## src/rtl/sbc_fifo.sv

```systemverilog
`default_nettype none

module sbc_fifo #(
    parameter int WIDTH = 8,
    parameter int DEPTH = 4
) (
    input  wire logic                       i_clk,
    input  wire logic                       i_rst_n,
    input  wire logic                       i_push,
    input  wire logic [WIDTH-1:0]           i_data,
    output logic                            o_full,
    input  wire logic                       i_pop,
    output logic [WIDTH-1:0]                o_data,
    output logic                            o_empty,
    output logic [$clog2(DEPTH):0]          o_count
);

    localparam int AW = $clog2(DEPTH);

    logic [WIDTH-1:0] r_mem [DEPTH];
    logic [AW-1:0]    r_wr_ptr, n_wr_ptr;
    logic [AW-1:0]    r_rd_ptr, n_rd_ptr;
    logic [AW:0]      r_count, n_count;
    logic             do_push;
    logic             do_pop;

    // handshake
    assign o_full  = (r_count == (AW+1)'(DEPTH));
    assign o_empty = (r_count == '0);
    assign o_count = r_count;
    assign o_data  = r_mem[r_rd_ptr];
    assign do_push = i_push && !o_full;
    assign do_pop  = i_pop && !o_empty;

    // pointer and count update
    always_comb begin
        n_wr_ptr = do_push ? r_wr_ptr + 1'b1 : r_wr_ptr;
        n_rd_ptr = do_pop ? r_rd_ptr + 1'b1 : r_rd_ptr;
        n_count  = r_count;
        if (do_push && !do_pop) begin
            n_count = r_count + 1'b1;
        end else if (do_pop && !do_push) begin
            n_count = r_count - 1'b1;
        end
    end

    always_ff @(posedge i_clk) begin
        if (!i_rst_n) begin
            r_wr_ptr <= '0;
            r_rd_ptr <= '0;
            r_count  <= '0;
        end else begin
            r_wr_ptr <= n_wr_ptr;
            r_rd_ptr <= n_rd_ptr;
            r_count  <= n_count;
        end
    end

    // storage
    always_ff @(posedge i_clk) begin
        if (do_push) begin
            r_mem[r_wr_ptr] <= i_data;
        end
    end

endmodule

`default_nettype wire

```

## config.mk

```make
export PLATFORM = sky130hd
export DESIGN_NAME = sbc_fifo
export DESIGN_NICKNAME = d
export VERILOG_FILES = /design/src/rtl/sbc_fifo.sv
export SDC_FILE = /design/constraint.sdc
export NUM_CORES = 1
export LEC_CHECK = 0
export BUFFER_PORTS_ARGS = -buffer_cell sky130_fd_sc_hd__buf_4
export CORE_ASPECT_RATIO = 0.9
export CORE_MARGIN = 2
export CORE_UTILIZATION = 45
export DETAILED_ROUTE_END_ITERATION = 8
export GPL_TIMING_DRIVEN = 0
export HOLD_SLACK_MARGIN = 0.12
export PLACE_DENSITY_LB_ADDON = 0.12
export SYNTH_ARGS = -nofsm -noshare
export SYNTH_HDL_FRONTEND = slang
export SYNTH_SLANG_ARGS = --single-unit
```

## constraint.sdc

```tcl
create_clock -name i_clk -period 3.2 [get_ports i_clk]
set_clock_uncertainty 0.2 [all_clocks]
set_input_delay 0.16 -clock i_clk [delete_from_list [all_inputs] [get_ports i_clk]]
set_output_delay 0.16 -clock i_clk [all_outputs]
set_load 0.02 [all_outputs]
```

==> results of run 1 <==
cell families (layout without fill, tap and decap cells):
| kind of cell | count (synthesis) | in the layout | synth area share [%] |
|---|---|---|---|
| flops | 41 | 41 | 69.6 |
| simple gates | 17 | 17 | 6.18 |
| mux | 11 | 11 | 12.8 |
| buf+inv | 7 | 47 | 2.14 |
| fa+ha+maj | 6 | 6 | 5.04 |
| compound gates | 4 | 4 | 2.06 |
| xor+xnor | 4 | 4 | 2.14 |
state kept, by name, summed over array words and instances, names as in the netlist, named ones only:
name / count
r_wr_ptr: 2
r_mem: 32
o_count: 3
r_rd_ptr: 2
tightest hold or removal path, cell delays in order:
cell and delay (ns):
buf_4 0.12, o31ai_2 0.08, xnor2_1 0.07, and2_1 0.15
power by group through the flow:
| stage | registers (mW) | logic [mW] | clock network (mW) |
|---|---|---|---|
| 2_1_floorplan | 0.720 | 0.338 | 0 |
| 3_3_place_gp | 0.712 | 0.512 | 0 |
| 3_5_place_dp | 0.717 | 0.521 | 0 |
| 4_1_cts | 0.706 | 0.530 | 0.319 |
| 5_1_grt | 0.716 | 0.573 | 0.332 |
| 6_report | 0.704 | 0.522 | 0.305 |
cell usage in the layout, fill, tap and decap left out:
master,instances
a21boi_1,1
and2_1,8
buf_1,1
buf_2,1
buf_4,23
buf_6,1
clkbuf_1,2
clkbuf_8,5
clkinv_2,2
dfxtp_1,9
dlygate4sd3_1,9
edfxtp_1,32
fa_1,1
ha_1,5
inv_1,3
mux2i_1,3
mux4_2,8
nand2_1,4
nor2b_1,2
nor3_1,1
nor3b_2,1
o21ai_0,1
o311ai_1,1
o31ai_2,1
or3_1,1
xnor2_1,3
xor2_1,1
per-layer routing:
metal	vias to the layer above	routed length, µm
met5	-	0
met4	0	39
met3	4	99
met2	14	1240
met1	413	1150
li1	414	-
synth_stat cells, drive strengths merged:
library cell	instances	area, µm²
nor3b	1	12.5
xor2	1	8.76
clkbuf	1	3.75
and2	8	50.1
or3	1	6.26
dfxtp	9	180
mux4	8	180
edfxtp	32	961
o31ai	1	12.5
a21boi	1	7.51
fa	1	20.0
ha	5	62.6
nor3	1	5.00
nand2	4	15.0
mux2i	3	30.0
xnor2	3	26.3
o21ai	1	5.00
inv	3	11.3
o311ai	1	8.76
nor2b	2	12.5
buf	3	20.0
final cells by class:
class | count | area share [%]
flip-flops and latches | 41 | 56.0
repair buffers | 32 | 12.9
clock buffers | 6 | 3.56
multi-input cells | 42 | 22.7
plain buffers | 4 | 1.17
clock inverters | 2 | 0.491
inverters | 3 | 0.552
well taps | 44 | 2.70
per-stage QoR:
step                      std cells  setup WS, ns  util (%)  power, mW
after floorplan                  90         0.760         -       1.06
after global placement          157         0.867      54.5       1.22
after detailed placement        157         0.828      54.5       1.24
after CTS                       174         0.806      59.5       1.56
after global routing            174         0.625      59.5       1.62
final                           174         0.811      59.5       1.53
worst paths after layout:
kind,endpoint,cells past startpoint
max,o_count[2],9
min,r_rd_ptr[0],4
min reg2reg,r_wr_ptr[0],2
max reg2reg,o_count[2],9
==> run summary, run 1 <==
sequential share of power = 46.0%
hold slack = 0.144 ns
clk slew on worst S/H paths = 0.07 ns
Final min period = 2.39 ns
Seq/Total Area, Yosys = 69.6%
pwr dens = 751 nW/µm²
gpl congestion = 0.768
sw power = 0.465 mW
GR met2 Demand/Resource = 23.2%
clock share of power = 19.9%
Core Region = 3430 µm²
grt ovf = 0
post-route setup TNS = 0 ns
latest clock arrival within the worst-skew pair = 0.28 ns
Hold Buf Count CTS = 9
CP Class = flop to flop
worst path arrival time = 2.40 ns
Clock Tree Buf Depth = 2
Syn Nets = 108
Cell Rows = 20
Post-CTS Setup Bufs = 0
H-tree levels = 2
clk sinks = 41
worst flop-to-flop path startpoint = o_count[0]
worst path bufs/invs = 2
RSZ-0062 raised after global routing = false
Ports = 25
clock tree from TritonCTS = yes
total clock buffers created by CTS = 5
Worst R2R Setup Slack = 0.81 ns
Syn Std Cell Area = 1640 µm²
root buf cell = clkbuf_8
Ys Warns = 0
HP Class = input pin to flop
period utilization = 74.6%
Die Height = 61.3 µm
Die W = 67.6 µm
first drt pass iteration count = 4
Wirelength per Cell = 14.5 µm
post-synthesis average cell area = 18.2 µm²
drt drc = 0
Slew HR = 63.9%
hold wc startpoint = i_pop
Antenna diodes = 0
multi-input combinational cell area = 463 µm²
Layout Area Growth over Synthesis = 24.4%
Worst setup startpoint = o_count[0]
Vias/cell = 4.86
Slowest-stage cell, CP = dfxtp_1
max_cap viols = 0
critical path launch point type = flop
Synth cell types = 23
Largest stage delay, worst path = 0.52 ns
Final Max Tran Viols = 0
Initial DRC Count = 50
worst path cell trace = nor3b_2 > nor2b_1 > buf_6 > ha_1 > inv_1 > fa_1 > xor2_1 > or3_1 > a21boi_1
Routed WL = 2530 µm
Max Clk Rate = 419 MHz
sequential standard cell area = 1140 µm²
# resized after CTS = 0
Power Internal = 1.07 mW
DIE AREA = 4140 µm²
CP Capture Type = flop
Starting Density = 47.8%
measured slew at the worst slew-check pin = 0.541 ns
combinational share of power = 34.1%
hpwl dp = 1710 µm
global-route wire length before repair = 4100 µm
Design Area, Final = 2040 µm²
leakage = 0.750 nW
initial antenna violation count = 0
Gate Count Post-Synth = 90
largest net degree at the start of global routing = 13
fillers = 256
total track usage = 14.7%
Yosys reg bits = 41
Worst Path Required = 3.22 ns
CP top delay family = simple AND/OR/NAND/NOR gates
Nets = 147
Most Crowded Layer GR = met2
outcome = complete, no violations
layout cell share with drive strength beyond 1 = 32.3%
global routing usage on met3 = 4.75%
placed cell area = 1870 µm²
Hold Fails Final Rpt = 0
vias in the first global route = 858
PortBufs = 23
grt met1 use = 18.9%
post-route ant nets = 0
Setup-failing EPs final = 0
vias post-DR = 845
CP Max Fanout = 7
Switching Fraction = 30.3%
Peak VDD IR = 0.433 mV
Power figures use the tool's default switching activity.
==> run 2: changes to the inputs <==
- clock period: 3.2 -> 2.5 ns (I/O delays scaled with it)
==> run 2 against run 1 <==
  * First-iteration DRC count decreased by 58%
  * Sequential cell count unchanged
  * Critical path depth unchanged
  * Clock power increased by 28%
  * Die area unchanged
==> run summary, run 2 (same netlist as run 1, synthesis figures left out) <==
outcome = complete, no violations (unchanged)
commonest non-fill, non-tap cell in the layout = edfxtp_1 (unchanged)
Die W = 67.6 µm (unchanged)
Design Area, Final = 2070 µm² (was 2040 µm²)
PortBufs = 23 (unchanged)
Cell Rows = 20 (unchanged)
grt ovf = 0 (unchanged)
post-route setup slack = 0.199 ns (was 0.811 ns)
Final Max Tran Viols = 0 (unchanged)
hpwl dp = 1710 µm (unchanged)
multi-input combinational cell area = 463 µm² (unchanged)
H-tree levels = 2 (unchanged)
Layout Area Growth over Synthesis = 26.4% (was 24.4%)
combinational share of power = 34.3% (was 34.1%)
Clock Tree Buf Depth = 2 (unchanged)
CP Class = flop to flop (unchanged)
Final Util = 60.4% (was 59.5%)
pwr dens = 951 nW/µm² (was 751 nW/µm²)
Placed Instances = 157 (unchanged)
latest clock arrival within the worst-skew pair = 0.28 ns (about the same)
sw power = 0.595 mW (was 0.465 mW)
Max Clk Rate = 435 MHz (was 419 MHz)
sequential standard cell area = 1140 µm² (about the same)
vias in the first global route = 885 (was 858)
fillers = 253 (was 256)
Ports = 25 (unchanged)
gpl congestion = 0.768 (unchanged)
DIE AREA = 4140 µm² (unchanged)
Switching Fraction = 30.2% (was 30.3%)
Final min period = 2.30 ns (was 2.39 ns)
Peak VDD IR = 0.554 mV (was 0.433 mV)
Initial DRC Count = 21 (was 50)
initial antenna violation count = 0 (unchanged)
worst path arrival time = 2.32 ns (was 2.40 ns)
Hold Fails Final Rpt = 0 (unchanged)
Power Internal = 1.37 mW (was 1.07 mW)
Wirelength per Cell = 14.5 µm (about the same)
CP Max Fanout = 7 (unchanged)
post-route setup TNS = 0 ns (unchanged)
first drt pass iteration count = 4 (unchanged)
Power Total = 1.97 mW (was 1.53 mW)
Core Region = 3430 µm² (unchanged)
Antenna diodes = 0 (unchanged)
max_cap viols = 0 (unchanged)
Slew HR = 63.9% (about the same)
critical path launch point type = flop (unchanged)
setup slack at placement = 0.128 ns (was 0.828 ns)
root buf cell = clkbuf_8 (unchanged)
Vias/cell = 4.87 (was 4.86)
Starting Density = 47.8% (unchanged)
Largest Register = r_mem (unchanged)
post-route ant nets = 0 (unchanged)
period utilization = 92.0% (was 74.6%)
leakage = 0.765 nW (was 0.750 nW)
hold slack = 0.307 ns (was 0.144 ns)
largest net degree at the start of global routing = 13 (unchanged)
global-route wire length before repair = 4170 µm (was 4100 µm)
Routed WL = 2570 µm (was 2530 µm)
clock tree from TritonCTS = yes (unchanged)
placed cell area = 1870 µm² (unchanged)
layout cell share with drive strength beyond 1 = 33.1% (was 32.3%)
post-route non-filler standard cell count = 177 (was 174)
clk sinks = 41 (unchanged)
Worst Path Required = 2.52 ns (was 3.22 ns)
clock share of power = 19.8% (was 19.9%)
HP Class = flop to flop (was input pin to flop)
total clock buffers created by CTS = 5 (unchanged)
drt drc = 0 (unchanged)
total track usage = 14.9% (was 14.7%)
Setup-failing EPs final = 0 (unchanged)
Die Height = 61.3 µm (unchanged)
Nets = 150 (was 147)
vias post-DR = 862 (was 845)
sequential share of power = 45.9% (was 46.0%)
measured slew at the worst slew-check pin = 0.541 ns (about the same)
most frequent cells in the layout = edfxtp_1 (32), buf_4 (23), dlygate4sd3_1 (12), mux4_2 (8), and2_1 (8) (was edfxtp_1 (32), buf_4 (23), dfxtp_1 (9), dlygate4sd3_1 (9))
CP Capture Type = flop (unchanged)
max reg flops = 32 (unchanged)
clk slew on worst S/H paths = 0.07 ns (about the same)
RSZ-0062 raised after global routing = false (unchanged)
==> run 2: layout make-up <==
| type | instances | share of cell area (%) |
|---|---|---|
| Sequential cell | 41 | 55.2 |
| Inverter | 3 | 0.543 |
| Buffer | 4 | 1.15 |
| Timing Repair Buffer | 35 | 14.1 |
| Tap cell | 44 | 2.66 |
| Multi-Input combinational cell | 42 | 22.3 |
| Clock inverter | 2 | 0.483 |
| Clock buffer | 6 | 3.50 |
==> run 2: power groups by stage <==
stage | Sequential, mW | Clock [mW] | Combinational [mW]
floorplan | 0.921 | 0 | 0.433
global placement | 0.912 | 0 | 0.655
detailed placement | 0.918 | 0 | 0.667
CTS | 0.903 | 0.409 | 0.686
global route | 0.919 | 0.425 | 0.742
finish | 0.904 | 0.391 | 0.675
==> run 2: path summary, 6_finish.rpt <==
check                end  cells after the start  slack (ns)         from
max           o_count[2]                      9        0.20   o_count[2]
min          r_wr_ptr[1]                      2        0.31  r_wr_ptr[1]
max reg2reg   o_count[2]                      9        0.20   o_count[2]
min reg2reg  r_wr_ptr[1]                      2        0.31  r_wr_ptr[1]
==> run 2: routing by layer <==
metal | track usage [%] | vias to the layer above | part of all wire (%)
met3 | 4.75 | 4 | 3.9
met5 | 0 | - | 0
met2 | 24.1 | 14 | 49
li1 | - | 422 | -
met4 | 6.12 | 0 | 1.5
met1 | 18.9 | 422 | 45
==> run 2: repair_timing <==
| item | in CTS | in global routing |
|---|---|---|
| setup buffers | 0 | 0 |
| gates resized for setup | 0 | 2 |
| endpoints found under the hold margin | 41 | 0 |
| endpoints found under the setup margin | 0 | 1 |
| hold buffers | 12 | 0 |
==> run 2: worst max-delay path, cell delays in order (launching register included) <==
cell and delay, ns:
dfxtp_1 0.37, nor3b_2 0.18, nor2b_1 0.14, buf_6 0.14, ha_1 0.18, inv_1 0.06
fa_1 0.37, xor2_1 0.16, or3_1 0.31, a21boi_1 0.14
